## config.mk

```make
export PLATFORM = sky130hd
export DESIGN_NAME = poly_voice_allocator_unit
export DESIGN_NICKNAME = d
export VERILOG_FILES = /design/src/pva_pkg.sv /design/src/pva_ctrl.sv /design/src/pva_datapath.sv /design/src/poly_voice_allocator_unit.sv
export SDC_FILE = /design/constraint.sdc
export NUM_CORES = 2
export LEC_CHECK = 0
export BUFFER_PORTS_ARGS = -buffer_cell sky130_fd_sc_hd__buf_2
export CAP_MARGIN = 15
export CORE_MARGIN = 8
export CORE_UTILIZATION = 60
export DETAILED_ROUTE_END_ITERATION = 7
export PLACE_DENSITY = 0.75
export SETUP_SLACK_MARGIN = 0.1
export SYNTH_ARGS = -nofsm -noshare
export SYNTH_HDL_FRONTEND = slang
export SYNTH_SLANG_ARGS = --single-unit
```

## constraint.sdc

```tcl
create_clock -name clk -period 11.1 [get_ports clk]
set_input_delay 0.555 -clock clk [delete_from_list [all_inputs] [get_ports clk]]
set_output_delay 0.555 -clock clk [all_outputs]
set_load 0.02 [all_outputs]
```

## src/pva_pkg.sv

```systemverilog
// pva_pkg: shared constants, codes and control/status structs of the voice allocator.
// Used by pva_ctrl, pva_datapath and poly_voice_allocator_unit; no dependencies.
`timescale 1ns / 1ps

package pva_pkg;

	localparam int MAX_VOICES = 32;
	localparam int IDX_W      = $clog2(MAX_VOICES);
	localparam int CNT_W      = $clog2(MAX_VOICES + 1);

	localparam int CMD_W   = 2;
	localparam int VALUE_W = 7;
	localparam int NOW_W   = 31;
	localparam int VIDX_W  = 5;
	localparam int LABEL_W = 9;
	localparam int PITCH_W = 7;
	localparam int VEL_W   = 7;
	localparam int NV_W    = 6;
	localparam int BASE_W  = 8;
	localparam int PCNT_W  = 6;

	localparam int S_DATA_W = 40;
	localparam int M_DATA_W = 32;
	localparam int CFG_IDX_W  = 2;
	localparam int CFG_DATA_W = 8;

	localparam logic [NV_W-1:0]   NUM_VOICES_RST = NV_W'(2);
	localparam logic [PCNT_W-1:0] PCNT_MAX       = '1;

	typedef enum logic [CMD_W-1:0] {
		CMD_NOTE   = 2'd0,
		CMD_SETVEL = 2'd1,
		CMD_ALLOFF = 2'd2,
		CMD_UNUSED = 2'd3
	} cmd_t;

	typedef enum logic [CFG_IDX_W-1:0] {
		REG_NUM_VOICES = 2'd0,
		REG_VOICE_BASE = 2'd1
	} cfg_reg_t;

	typedef struct packed {
		logic cap;
		logic set_vel;
		logic idx_clr;
		logic idx_inc;
		logic old_clr;
		logic old_upd;
		logic rel_cur;
		logic rel_old;
		logic slot_cur;
		logic start;
		logic flush;
		logic clr_count;
	} ctrl_cmd_t;

	typedef struct packed {
		cmd_t cmd;
		logic val_zero;
		logic nv_zero;
		logic pv_zero;
		logic idx_end;
		logic hit_match;
		logic hit_free;
		logic emit_ok;
	} dp_status_t;

endpackage

```

## src/pva_ctrl.sv

```systemverilog
// pva_ctrl: sequencer of the voice allocator (match, free, oldest scans, emits, flush).
// Depends on pva_pkg; drives pva_datapath through ctrl_cmd_t.
`timescale 1ns / 1ps

module pva_ctrl (
	input  logic                clk,
	input  logic                arst_n,
	input  logic                in_valid,
	output logic                in_ready,
	input  pva_pkg::dp_status_t st,
	output pva_pkg::ctrl_cmd_t  cmd
);

	typedef enum logic [3:0] {
		ST_IDLE,
		ST_DECODE,
		ST_MATCH,
		ST_FREE,
		ST_OLD,
		ST_STEAL,
		ST_START,
		ST_ALLOFF,
		ST_FLUSH
	} state_t;

	state_t state_q, state_d;

	assign in_ready = (state_q == ST_IDLE);

	always_comb begin
		state_d = state_q;
		cmd     = '0;
		case (state_q)
			ST_IDLE: begin
				if (in_valid) begin
					cmd.cap = 1'b1;
					state_d = ST_DECODE;
				end
			end
			ST_DECODE: begin
				cmd.idx_clr = 1'b1;
				case (st.cmd)
					pva_pkg::CMD_SETVEL: begin
						cmd.set_vel = 1'b1;
						state_d     = ST_IDLE;
					end
					pva_pkg::CMD_ALLOFF: state_d = ST_ALLOFF;
					pva_pkg::CMD_NOTE: begin
						if (st.nv_zero || st.val_zero)
							state_d = ST_IDLE;
						else
							state_d = ST_MATCH;
					end
					default: state_d = ST_IDLE;
				endcase
			end
			ST_MATCH: begin
				if (st.idx_end) begin
					cmd.idx_clr = 1'b1;
					state_d     = st.pv_zero ? ST_FLUSH : ST_FREE;
				end else if (st.hit_match) begin
					if (st.emit_ok) begin
						cmd.rel_cur = 1'b1;
						cmd.idx_clr = 1'b1;
						state_d     = st.pv_zero ? ST_FLUSH : ST_FREE;
					end
				end else begin
					cmd.idx_inc = 1'b1;
				end
			end
			ST_FREE: begin
				if (st.idx_end) begin
					cmd.idx_clr = 1'b1;
					cmd.old_clr = 1'b1;
					state_d     = ST_OLD;
				end else if (st.hit_free) begin
					cmd.slot_cur = 1'b1;
					state_d      = ST_START;
				end else begin
					cmd.idx_inc = 1'b1;
				end
			end
			ST_OLD: begin
				if (st.idx_end) begin
					state_d = ST_STEAL;
				end else begin
					cmd.old_upd = 1'b1;
					cmd.idx_inc = 1'b1;
				end
			end
			ST_STEAL: begin
				if (st.emit_ok) begin
					cmd.rel_old = 1'b1;
					state_d     = ST_START;
				end
			end
			ST_START: begin
				if (st.emit_ok) begin
					cmd.start = 1'b1;
					state_d   = ST_FLUSH;
				end
			end
			ST_ALLOFF: begin
				if (st.idx_end) begin
					cmd.clr_count = 1'b1;
					state_d       = ST_FLUSH;
				end else if (!st.hit_free) begin
					if (st.emit_ok) begin
						cmd.rel_cur = 1'b1;
						cmd.idx_inc = 1'b1;
					end
				end else begin
					cmd.idx_inc = 1'b1;
				end
			end
			ST_FLUSH: begin
				if (st.emit_ok) begin
					cmd.flush = 1'b1;
					state_d   = ST_IDLE;
				end
			end
			default: state_d = ST_IDLE;
		endcase
	end

	always_ff @(posedge clk or negedge arst_n) begin
		if (!arst_n) begin
			state_q <= ST_IDLE;
		end else begin
			state_q <= state_d;
		end
	end

endmodule

```

## src/pva_datapath.sv

```systemverilog
// pva_datapath: voice pitch/start registers, scan index, oldest tracking, result queue.
// Depends on pva_pkg; commanded by pva_ctrl.
`timescale 1ns / 1ps

module pva_datapath (
	input  logic                                clk,
	input  logic                                arst_n,
	input  logic [pva_pkg::S_DATA_W-1:0]        s_tdata,
	input  logic                                cfg_we,
	input  logic [pva_pkg::CFG_IDX_W-1:0]       cfg_index,
	input  logic [pva_pkg::CFG_DATA_W-1:0]      cfg_wdata,
	input  pva_pkg::ctrl_cmd_t                  cmd,
	output pva_pkg::dp_status_t                 st,
	output logic                                m_tvalid,
	input  logic                                m_tready,
	output logic [pva_pkg::M_DATA_W-1:0]        m_tdata,
	output logic                                m_tlast
);

	localparam int IW = pva_pkg::IDX_W;
	localparam int CW = pva_pkg::CNT_W;
	localparam int PW = pva_pkg::PITCH_W;
	localparam int TW = pva_pkg::NOW_W;

	// configuration
	logic [pva_pkg::NV_W-1:0]   num_voices_q;
	logic [pva_pkg::BASE_W-1:0] voice_base_q;

	// captured item
	pva_pkg::cmd_t                cmd_q;
	logic [pva_pkg::VALUE_W-1:0]  val_q;
	logic [TW-1:0]                now_q;
	logic [CW-1:0]                nv_q;

	// voice state
	logic [PW-1:0]                pitch_q [pva_pkg::MAX_VOICES];
	logic [TW-1:0]                start_q [pva_pkg::MAX_VOICES];
	logic [pva_pkg::VEL_W-1:0]    pvel_q;
	logic [pva_pkg::PCNT_W-1:0]   pcnt_q;

	// scan
	logic [CW-1:0]                idx_q;
	logic [IW-1:0]                slot_q;
	logic                         have1_q, have2_q;
	logic [IW-1:0]                o1_q, o2_q;
	logic [TW-1:0]                t1_q, t2_q;
	logic [PW-1:0]                p1_q, p2_q;

	// result holding and output registers
	logic                         pend_q;
	logic [pva_pkg::VIDX_W-1:0]   pend_idx_q;
	logic [pva_pkg::LABEL_W-1:0]  pend_label_q;
	logic [PW-1:0]                pend_pitch_q;
	logic [pva_pkg::VEL_W-1:0]    pend_vel_q;
	logic                         out_valid_q;
	logic                         out_last_q;
	logic [pva_pkg::VIDX_W-1:0]   out_idx_q;
	logic [pva_pkg::LABEL_W-1:0]  out_label_q;
	logic [PW-1:0]                out_pitch_q;
	logic [pva_pkg::VEL_W-1:0]    out_vel_q;

	logic [IW-1:0]                cur;
	logic [PW-1:0]                cur_pitch;
	logic [TW-1:0]                cur_start;
	logic [IW-1:0]                sel_o;
	logic [PW-1:0]                sel_p;
	logic                         out_free, emit, push;
	logic [IW-1:0]                e_idx;
	logic [PW-1:0]                e_pitch;
	logic [pva_pkg::VEL_W-1:0]    e_vel;
	logic [CW-1:0]                nv_in;

	assign cur       = idx_q[IW-1:0];
	assign cur_pitch = pitch_q[cur];
	assign cur_start = start_q[cur];

	assign sel_o = (have2_q && (p1_q < p2_q)) ? o2_q : o1_q;
	assign sel_p = (have2_q && (p1_q < p2_q)) ? p2_q : p1_q;

	assign nv_in = (num_voices_q > pva_pkg::NV_W'(pva_pkg::MAX_VOICES))
		? CW'(pva_pkg::MAX_VOICES) : CW'(num_voices_q);

	assign out_free = !out_valid_q || m_tready;
	assign emit     = cmd.rel_cur || cmd.rel_old || cmd.start;
	assign push     = pend_q && (emit || cmd.flush);

	always_comb begin
		e_idx   = cur;
		e_pitch = cur_pitch;
		e_vel   = '0;
		if (cmd.rel_old) begin
			e_idx   = sel_o;
			e_pitch = sel_p;
		end else if (cmd.start) begin
			e_idx   = slot_q;
			e_pitch = val_q;
			e_vel   = pvel_q;
		end
	end

	assign st.cmd       = cmd_q;
	assign st.val_zero  = (val_q == '0);
	assign st.nv_zero   = (nv_q == '0);
	assign st.pv_zero   = (pvel_q == '0);
	assign st.idx_end   = (idx_q == nv_q);
	assign st.hit_match = (cur_pitch == val_q);
	assign st.hit_free  = (cur_pitch == '0);
	assign st.emit_ok   = !pend_q || out_free;

	assign m_tvalid = out_valid_q;
	assign m_tlast  = out_last_q;
	assign m_tdata  = {4'd0, out_vel_q, out_pitch_q, out_label_q, out_idx_q};

	always_ff @(posedge clk or negedge arst_n) begin
		if (!arst_n) begin
			num_voices_q <= pva_pkg::NUM_VOICES_RST;
			voice_base_q <= '0;
		end else if (cfg_we) begin
			case (cfg_index)
				pva_pkg::REG_NUM_VOICES: num_voices_q <= cfg_wdata[pva_pkg::NV_W-1:0];
				pva_pkg::REG_VOICE_BASE: voice_base_q <= cfg_wdata;
				default: ;
			endcase
		end
	end

	always_ff @(posedge clk) begin
		if (cmd.cap) begin
			cmd_q <= pva_pkg::cmd_t'(s_tdata[1:0]);
			val_q <= s_tdata[8:2];
			now_q <= s_tdata[39:9];
			nv_q  <= nv_in;
		end
		if (cmd.slot_cur)
			slot_q <= cur;
		else if (cmd.rel_old)
			slot_q <= sel_o;
		if (cmd.old_upd) begin
			if (!have1_q || (cur_start < t1_q)) begin
				o2_q <= o1_q;
				t2_q <= t1_q;
				p2_q <= p1_q;
				o1_q <= cur;
				t1_q <= cur_start;
				p1_q <= cur_pitch;
			end else if (!have2_q || (cur_start < t2_q)) begin
				o2_q <= cur;
				t2_q <= cur_start;
				p2_q <= cur_pitch;
			end
		end
		if (emit) begin
			pend_idx_q   <= pva_pkg::VIDX_W'(e_idx);
			pend_label_q <= pva_pkg::LABEL_W'(e_idx) + pva_pkg::LABEL_W'(voice_base_q);
			pend_pitch_q <= e_pitch;
			pend_vel_q   <= e_vel;
		end
		if (push) begin
			out_idx_q   <= pend_idx_q;
			out_label_q <= pend_label_q;
			out_pitch_q <= pend_pitch_q;
			out_vel_q   <= pend_vel_q;
			out_last_q  <= cmd.flush;
		end
	end

	always_ff @(posedge clk or negedge arst_n) begin
		if (!arst_n) begin
			for (int k = 0; k < pva_pkg::MAX_VOICES; k++) begin
				pitch_q[k] <= '0;
				start_q[k] <= '0;
			end
			pvel_q      <= '0;
			pcnt_q      <= '0;
			idx_q       <= '0;
			have1_q     <= 1'b0;
			have2_q     <= 1'b0;
			pend_q      <= 1'b0;
			out_valid_q <= 1'b0;
		end else begin
			if (cmd.set_vel)
				pvel_q <= val_q;
			if (cmd.rel_cur)
				pitch_q[cur] <= '0;
			if (cmd.rel_old)
				pitch_q[sel_o] <= '0;
			if (cmd.start) begin
				pitch_q[slot_q] <= val_q;
				start_q[slot_q] <= now_q;
			end
			if (cmd.clr_count)
				pcnt_q <= '0;
			else if ((cmd.rel_cur || cmd.rel_old) && (pcnt_q != '0))
				pcnt_q <= pcnt_q - 1'b1;
			else if (cmd.start && (pcnt_q != pva_pkg::PCNT_MAX))
				pcnt_q <= pcnt_q + 1'b1;
			if (cmd.idx_clr)
				idx_q <= '0;
			else if (cmd.idx_inc)
				idx_q <= idx_q + 1'b1;
			if (cmd.old_clr) begin
				have1_q <= 1'b0;
				have2_q <= 1'b0;
			end else if (cmd.old_upd) begin
				have1_q <= 1'b1;
				if (have1_q)
					have2_q <= 1'b1;
			end
			if (emit)
				pend_q <= 1'b1;
			else if (cmd.flush)
				pend_q <= 1'b0;
			if (push)
				out_valid_q <= 1'b1;
			else if (m_tready)
				out_valid_q <= 1'b0;
		end
	end

endmodule

```

## src/poly_voice_allocator_unit.sv

```systemverilog
// poly_voice_allocator_unit: top level of the polyphonic voice allocator.
// Instantiates pva_ctrl and pva_datapath; depends on pva_pkg.
//
//   channel  dir  signals                       payload
//   s_*      in   s_tvalid s_tready s_tdata     command, value, now
//   m_*      out  m_tvalid m_tready m_tdata     voice_index, voice_label, pitch, velocity
//                 m_tlast                       last
//   cfg_*    in   cfg_we cfg_index cfg_wdata    num_voices (0), voice_base (1)
//
// A note runs up to a match scan, a free scan and an oldest scan over the N active voices,
// one slot per cycle except while a result waits to be emitted; an all-off runs one such scan.
// Results leave through a one-deep holding register plus the output register, so the
// sequencer stalls only when both are full and m_tready is low. Reset clears all voices.
`timescale 1ns / 1ps

module poly_voice_allocator_unit (
	input  logic                                clk,
	input  logic                                arst_n,
	input  logic                                s_tvalid,
	output logic                                s_tready,
	input  logic [pva_pkg::S_DATA_W-1:0]        s_tdata,  // command[1:0] value[8:2] now[39:9]
	output logic                                m_tvalid,
	input  logic                                m_tready,
	// voice_index[4:0] voice_label[13:5] pitch[20:14] velocity[27:21] zero[31:28]
	output logic [pva_pkg::M_DATA_W-1:0]        m_tdata,
	output logic                                m_tlast,
	input  logic                                cfg_we,
	input  logic [pva_pkg::CFG_IDX_W-1:0]       cfg_index,
	input  logic [pva_pkg::CFG_DATA_W-1:0]      cfg_wdata
);

	pva_pkg::ctrl_cmd_t  cmd;
	pva_pkg::dp_status_t st;

	pva_ctrl u_ctrl (
		.clk      (clk),
		.arst_n   (arst_n),
		.in_valid (s_tvalid),
		.in_ready (s_tready),
		.st       (st),
		.cmd      (cmd)
	);

	pva_datapath u_dp (
		.clk       (clk),
		.arst_n    (arst_n),
		.s_tdata   (s_tdata),
		.cfg_we    (cfg_we),
		.cfg_index (cfg_index),
		.cfg_wdata (cfg_wdata),
		.cmd       (cmd),
		.st        (st),
		.m_tvalid  (m_tvalid),
		.m_tready  (m_tready),
		.m_tdata   (m_tdata),
		.m_tlast   (m_tlast)
	);

endmodule

```

After elaboration in Yosys (flattened, before gate mapping)
Cells that the tools add are included.
Widths: inputs -> output; s select.
- magnitude comparators: 10
- shift-type cells: 0
- add/sub/neg operators: 2
- divide/modulo/power cells: 0
- reduce and logical (&&, ||, !) cells: 38
- eq/ne operators: 22
- muxes and demuxes: 88
- bitwise operators: 8
- $mul: 0
- operators with widths (operator ; count):
    $bwmux 992 ; 1
    $mux 224 ; 3
    $and 224x224->224 ; 2
    $not 224->224 ; 2
    $bwmux 224 ; 1
    $bmux 31 s5 ; 1
    $demux 31 s5 ; 1
    $mux 31 ; 5
    $demux 7 s5 ; 3
    $mux 7 ; 10
    $lt 31x31->1 ; 2
    $mux 4 ; 12
    $pmux 4 s9 ; 1
    $bmux 7 s5 ; 1
    $mux 1 ; 35
    $mux 5 ; 7
    $logic_not 7->1 ; 3
    $ge 6x6->1 const B ; 3
    $lt 6x1->1 const B ; 3
    $not 5->6 ; 3
    $eq 4x3->1 const B ; 4
    $reduce_bool 2->1 ; 7
    $mux 6 ; 2
    $ne 2x2->1 const B ; 6
    28 further kinds ; 50
- output and inout port bits: 35
- memories kept: 0
- input port bits: 55
- bits in latches: 0
- memory bits (writable): 0
- bits in registers: 1445
- word-level logic and storage cells: 261
- bits in read-only memories: 0

Logic depth before layout (Yosys ltp)
- depth after elaboration: 13
- gate-level depth with buffers: 22
- mapped depth without buffers: 18

Modules after synthesis
Synthesis repeated with hierarchy kept, for this count alone.
- cells, all modules: 4550
- area total of the unflattened synthesis: 65811.9 um^2
- modules (own cells, without submodules) (module ; sequential area each (um^2) ; cells an instance ; times used ; area each (um^2)):
    pva_datapath ; 37031.8 ; 4472 ; 1 ; 65228.8
    pva_ctrl ; 100.1 ; 78 ; 1 ; 583.1

Worst setup path before layout
No wires, ideal clock.
- path type: flip-flop to flip-flop
- start point: reg u_dp.idx_q[0]
- end point: reg u_dp.o2_q[0], enable pin
- setup slack: 2.745 ns
- arrival time: 7.852 ns
- cell stages (with the launch flop): 21
- buffers on the path: 8
- data required time: 10.597 ns
- period minus slack after synthesis: 8.355 ns
- library setup time: 0.503 ns
- cells stage by stage: dfrtp_1 -> buf_6 -> buf_6 -> buf_6 -> buf_6 -> buf_2 -> clkbuf_1 -> buf_2 -> buf_1 -> mux4_2 -> a22oi_1 -> nand4_1 -> ha_1 -> and3_1 -> a221o_1 -> a221oi_1 -> o21ai_0 -> o2111ai_1 -> a21o_1 -> a211oi_1 -> o21ai_0
- longest elaborated chain between the ends: 8
- elaborated cells on any way between the ends: 13
- classes of those cells: order compare: 2; eq/ne: 1; mux: 5; bitwise: 1; reduce/logical: 4
- RTL lines (element ; line ; RTL):
    start: declaration ; pva_datapath.sv:42 ; logic [CW-1:0] idx_q;
    start signal: assignment ; pva_datapath.sv:200 ; idx_q <= idx_q + 1'b1;
    $not 5->6 (implied by the code) (*) ; pva_datapath.sv:75 ; assign cur_start = start_q[cur];
    $bmux 31 s5 (*) ; pva_datapath.sv:75 ;
    $mux 31 (implied by the code) (*) (2 in series) ; pva_datapath.sv:75 ;
    net u_dp.cur_start[6] ; pva_datapath.sv:64 ; logic [TW-1:0] cur_start;
    $lt 31x31->1 (on tied branches) ; pva_datapath.sv:146, pva_datapath.sv:139 ;
    $logic_or 1x1->1 (on tied branches) ; pva_datapath.sv:146, pva_datapath.sv:139 ;
    $reduce_bool 2->1 (no source line) (*) ; - ;
    $reduce_and 2->1 (no source line) (*) ; - ;
    end signal: assignment ; pva_datapath.sv:140 ; o2_q <= o1_q;
    end signal: assignment ; pva_datapath.sv:147 ; o2_q <= cur;
    end: declaration ; pva_datapath.sv:45 ; logic [IW-1:0] o1_q, o2_q;
The timed path passes the listed nets; every way through them passes the cells marked *. The select of a mux whose other input is x is not followed.
A chain may end at the register's enable or synchronous reset.

Final worst setup path
- start point: reg u_dp.idx_q[0]
- end point: reg u_dp.t2_q[7], enable pin
- longest elaborated chain between the ends: 8
- elaborated cells on any way between the ends: 13
- classes of those cells: order compare: 2; eq/ne: 1; mux: 5; bitwise: 1; reduce/logical: 4
- RTL lines (element ; line ; RTL):
    $not 5->6 (implied by the code) (*) ; pva_datapath.sv:75 ;
    $bmux 31 s5 (*) ; pva_datapath.sv:75 ;
    $mux 31 (implied by the code) (*) (2 in series) ; pva_datapath.sv:75 ;
    net u_dp.cur_start[24] ; pva_datapath.sv:64 ;
    $lt 31x31->1 (on tied branches) ; pva_datapath.sv:146, pva_datapath.sv:139 ;
    $logic_or 1x1->1 (on tied branches) ; pva_datapath.sv:146, pva_datapath.sv:139 ;
    $reduce_bool 2->1 (no source line) (*) ; - ;
    $reduce_and 2->1 (no source line) (*) ; - ;
    end signal: assignment ; pva_datapath.sv:141 ; t2_q <= t1_q;
    end signal: assignment ; pva_datapath.sv:148 ; t2_q <= cur_start;
    end: declaration ; pva_datapath.sv:46 ; logic [TW-1:0] t1_q, t2_q;
Marked as above.

==> impl_summary.log <==
[metrics] global-route total usage across every layer: 29.4%
[metrics] Placed Instances: 5,610
[metrics] most common cell after layout, fill and taps aside: sky130_fd_sc_hd__dfrtp_1
[metrics] wire length of the first global-routing pass: 269,000 um
[metrics] global placement routability congestion: 0.895
[metrics] share of synthesized area occupied by flip-flops and latches: 56.3%
[metrics] class of the tightest hold or removal check: input pin to register
[metrics] number of global-route vias before repair: 41,000
[metrics] Starting Density: 60.6%
[metrics] area of the placeable core: 109,000 um^2
[metrics] Congestion Overflow GR: 0
[metrics] std cell rows: 121
[metrics] sequential share of power: 45.3%
[metrics] relative area change from synthesis to final layout: 10.7%
[metrics] internal power: 0.0130 W
[metrics] number of antenna violations at the first check in global routing: 1
[metrics] Post-Layout Inst Area: 73,000 um^2
[metrics] number of top-level pins: 90
[metrics] proportion of register bits with asynchronous set or reset after synthesis: 86.6%
[metrics] Post-synth EDFFs: 194
[metrics] number of vias per cell: 6.84
[metrics] drc violations: 0
[metrics] Final Net Count: 4,516
[metrics] leakage power summed over all cells: 33.3 nW
[metrics] fraction of power spent switching nets: 30.2%
[metrics] result of the run: complete, no violations
[metrics] post-detail-place hpwl: 100,000 um
[metrics] count of port buffers added during placement: 85
[metrics] achievable frequency: 0.139 GHz
[metrics] CP max FO: 93
[metrics] Worst setup SP type: register
[metrics] Cell Pwr Density: 255 nW/um^2
[metrics] Synth cell types: 79
[metrics] crit path capture type: register
[metrics] Horiz. Die Dim: 347 um
[metrics] Worst EP required: 11,490 ps
[metrics] post-layout minimum cycle time: 7180 ps
[metrics] Worst Path Arrival: 7570 ps
[metrics] drt first-iter violations: 4,533
[metrics] predominant post-synthesis flop cell: sky130_fd_sc_hd__dfrtp_1
[metrics] Setup violations, final: 0
[metrics] height of the die: 347 um
[metrics] commonest cells after routing, fill and taps aside: 1,248 x sky130_fd_sc_hd__dfrtp_1, 1,019 x sky130_fd_sc_hd__mux2_2, 248 x sky130_fd_sc_hd__mux4_2
[metrics] share of cells above drive strength 1: 40.1%
[metrics] number of buffers added by the clock tree synthesis step: 149
[metrics] Psw: 0.00562 W
[metrics] slew at the pin closest to its max-slew limit: 1160 ps
[metrics] share of power burned in the clock network: 27.7%
[metrics] Clk pin slew, worst setup/hold paths: 60 ps
[metrics] pin count of the biggest net entering global routing: 177
[metrics] Final Cycle Share: 64.7%
[metrics] final routed wire length divided by cell count: 30.0 um
[metrics] DIE AREA: 121,000 um^2
[metrics] Clock Path Buffers: 3
[metrics] total via count in the routed design: 40,500
[metrics] post-synthesis cell count: 4,430
[metrics] unrepaired setup endpoints after global routing: no
[metrics] top cells by area, synth: sky130_fd_sc_hd__dfrtp_1 47%, sky130_fd_sc_hd__mux2_2 17%, sky130_fd_sc_hd__edfxtp_1 8.8%
[metrics] synthesized cell area: 65,900 um^2
[metrics] Synth area leader: sky130_fd_sc_hd__dfrtp_1
[metrics] met3 Track Usage GR: 6.23%
[metrics] count of antenna-violating nets left after detailed routing: 0
[metrics] VDD IR-drop max: 170 uV
[metrics] CTS HTree Levels: 4
[metrics] Hold Vio Cnt, Final: 0
[metrics] Final Slew Violations: 0
[metrics] flops & latches, synth: 1,445
[metrics] final worst clock skew: 28.7 ps
[metrics] number of instances resized during post-cts repair: 0
[metrics] setup total negative slack: 0 ps
[metrics] remaining max-slew budget at the tightest pin: 22.6%
[metrics] Mean Syn Cell Area: 14.9 um^2
[metrics] CP Class: register to register
[metrics] met2 track demand over resource: 44.4%
[metrics] CTS tree: yes
[metrics] synth warn: 0
[metrics] met1 routing resource usage after global routing: 41.9%
[metrics] number of detailed-routing iterations run before antenna repair: 6
[metrics] fraction of post-synthesis cell area in the top cell type by area: 47.5%
[metrics] cell at the root of the clock tree: sky130_fd_sc_hd__clkbuf_16
[metrics] count of antenna diodes in the layout: 0
[metrics] global route hottest layer: met2
[metrics] sinks on the clock net: 1,445
[metrics] Combinational Power Share: 27.0%
[metrics] total cell area at the placement stage: 67,500 um^2
[metrics] insertion delay of the later-clocked pin in the worst-skew pair: 760 ps
[metrics] overall routed net length: 178,000 um
[metrics] total of max-cap violations: 0
[metrics] fin cells: 5,923
[cell type report]
class | instances | area, um^2
clock buffers | 230 | 4550
clock inverters | 45 | 557
fillers | 7479 | 35900
inverters | 87 | 327
multi-input cells | 2490 | 27100
flip-flops and latches | 1445 | 37100
well taps | 1414 | 1770
repair buffers | 212 | 1570
[metal layers]
layer  wire length [um]  up-vias
li1                   -    16700
met1              74600    21600
met2              81000     1798
met3              14500      418
met4               7600        0
met5                  0        -
[per-stage QoR]
stage	util, %	setup WS, ps	power [W]	hold WS, ps
after floorplan	-	2750	0.0120	259
after global placement	62.0	4180	0.0132	402
after detailed placement	62.0	4050	0.0135	405
after CTS	67.0	4020	0.0187	0.506
after global routing	67.0	3550	0.0195	18.9
final	67.0	3920	0.0186	27.5
[cell families after synthesis]
family | share of synthesized area, %
flip-flops | 56.3
multiplexers | 28.0
AO/OA/AOI/OAI | 7.84
buffers and inverters | 3.12
AND/OR/NAND/NOR | 3.05
adder cells (fa/ha/maj) | 1.45
XOR/XNOR | 0.199
other | 0.00569
[critical path: stages, from the launching register on]
cell and delay, ps:
sky130_fd_sc_hd__dfrtp_4 790, sky130_fd_sc_hd__buf_4 550, sky130_fd_sc_hd__buf_12 570, sky130_fd_sc_hd__mux4_2 600, sky130_fd_sc_hd__a22oi_1 270, sky130_fd_sc_hd__nand4_1 370, sky130_fd_sc_hd__ha_1 440, sky130_fd_sc_hd__a21o_1 190
sky130_fd_sc_hd__a21o_1 180, sky130_fd_sc_hd__a21o_1 170, sky130_fd_sc_hd__a21o_1 180, sky130_fd_sc_hd__a21oi_1 140, sky130_fd_sc_hd__o221ai_1 210, sky130_fd_sc_hd__o31ai_4 790, sky130_fd_sc_hd__o21ai_0 300, sky130_fd_sc_hd__o21ai_4 280
sky130_fd_sc_hd__buf_4 510
[registers in the layout (all words and copies together) (netlist names), 7 cells and up]
register / cells
u_dp.p2_q: 7
u_dp.val_q: 7
u_dp.t1_q: 31
u_dp.out_label_q: 9
u_dp.pitch_q: 224
u_dp.out_pitch_q: 7
u_dp.out_vel_q: 7
u_dp.p1_q: 7
u_dp.pend_vel_q: 7
u_dp.start_q: 992
u_dp.t2_q: 31
u_dp.pend_label_q: 9
u_dp.voice_base_q: 8
u_dp.now_q: 31
u_dp.pend_pitch_q: 7
u_dp.pvel_q: 7
[power groups by stage]
stage / Clock (W) / Combinational, W / Sequential (W)
after floorplan: 0 / 0.00403 / 0.00800
after global placement: 0 / 0.00485 / 0.00839
after detailed placement: 0 / 0.00500 / 0.00846
after CTS: 0.00522 / 0.00504 / 0.00840
after global routing: 0.00544 / 0.00543 / 0.00864
final: 0.00516 / 0.00503 / 0.00844
[cells in the mapped netlist (all sizes together) (11+ instances only)]
cell type / instances
dfrtp: 1250
mux2: 1022
clkbuf: 312
mux4: 248
a22o: 224
edfxtp: 194
mux2i: 136
a22oi: 124
buf: 99
nor2: 94
inv: 85
ha: 75
a21oi: 69
o22ai: 58
a211oi: 54
nand2: 49
nand4: 41
nand3: 29
o21ai: 28
a21o: 27
nand3b: 18
nor4: 17
nor2b: 15
and3: 14
and2: 12
nor3: 12
o211ai: 11
[repair_timing]
| item | 4_1_cts | 5_1_grt |
|---|---|---|
| buffers inserted | 0 | 0 |
| hold endpoints to repair | 186 | 0 |
| hold buffers | 37 | 0 |
[final timing paths]
kind / start / endpoint / slack [ps] / cells past startpoint
worst max register to register: u_dp.idx_q[0] / u_dp.t2_q[7] / 3920 / 16
min in group asynchronous: arst_n / u_dp.pitch_q[155] / 430 / 2
worst max-delay path: u_dp.idx_q[0] / u_dp.t2_q[7] / 3920 / 16
worst min register to register: u_dp.pend_idx_q[1] / u_dp.out_idx_q[1] / 420 / 0
max in group asynchronous: arst_n / u_dp.start_q[769] / 8000 / 4
worst min-delay path: s_tdata[11] / u_dp.now_q[2] / 30 / 1
No activity file was read; power rests on OpenSTA's default activity.
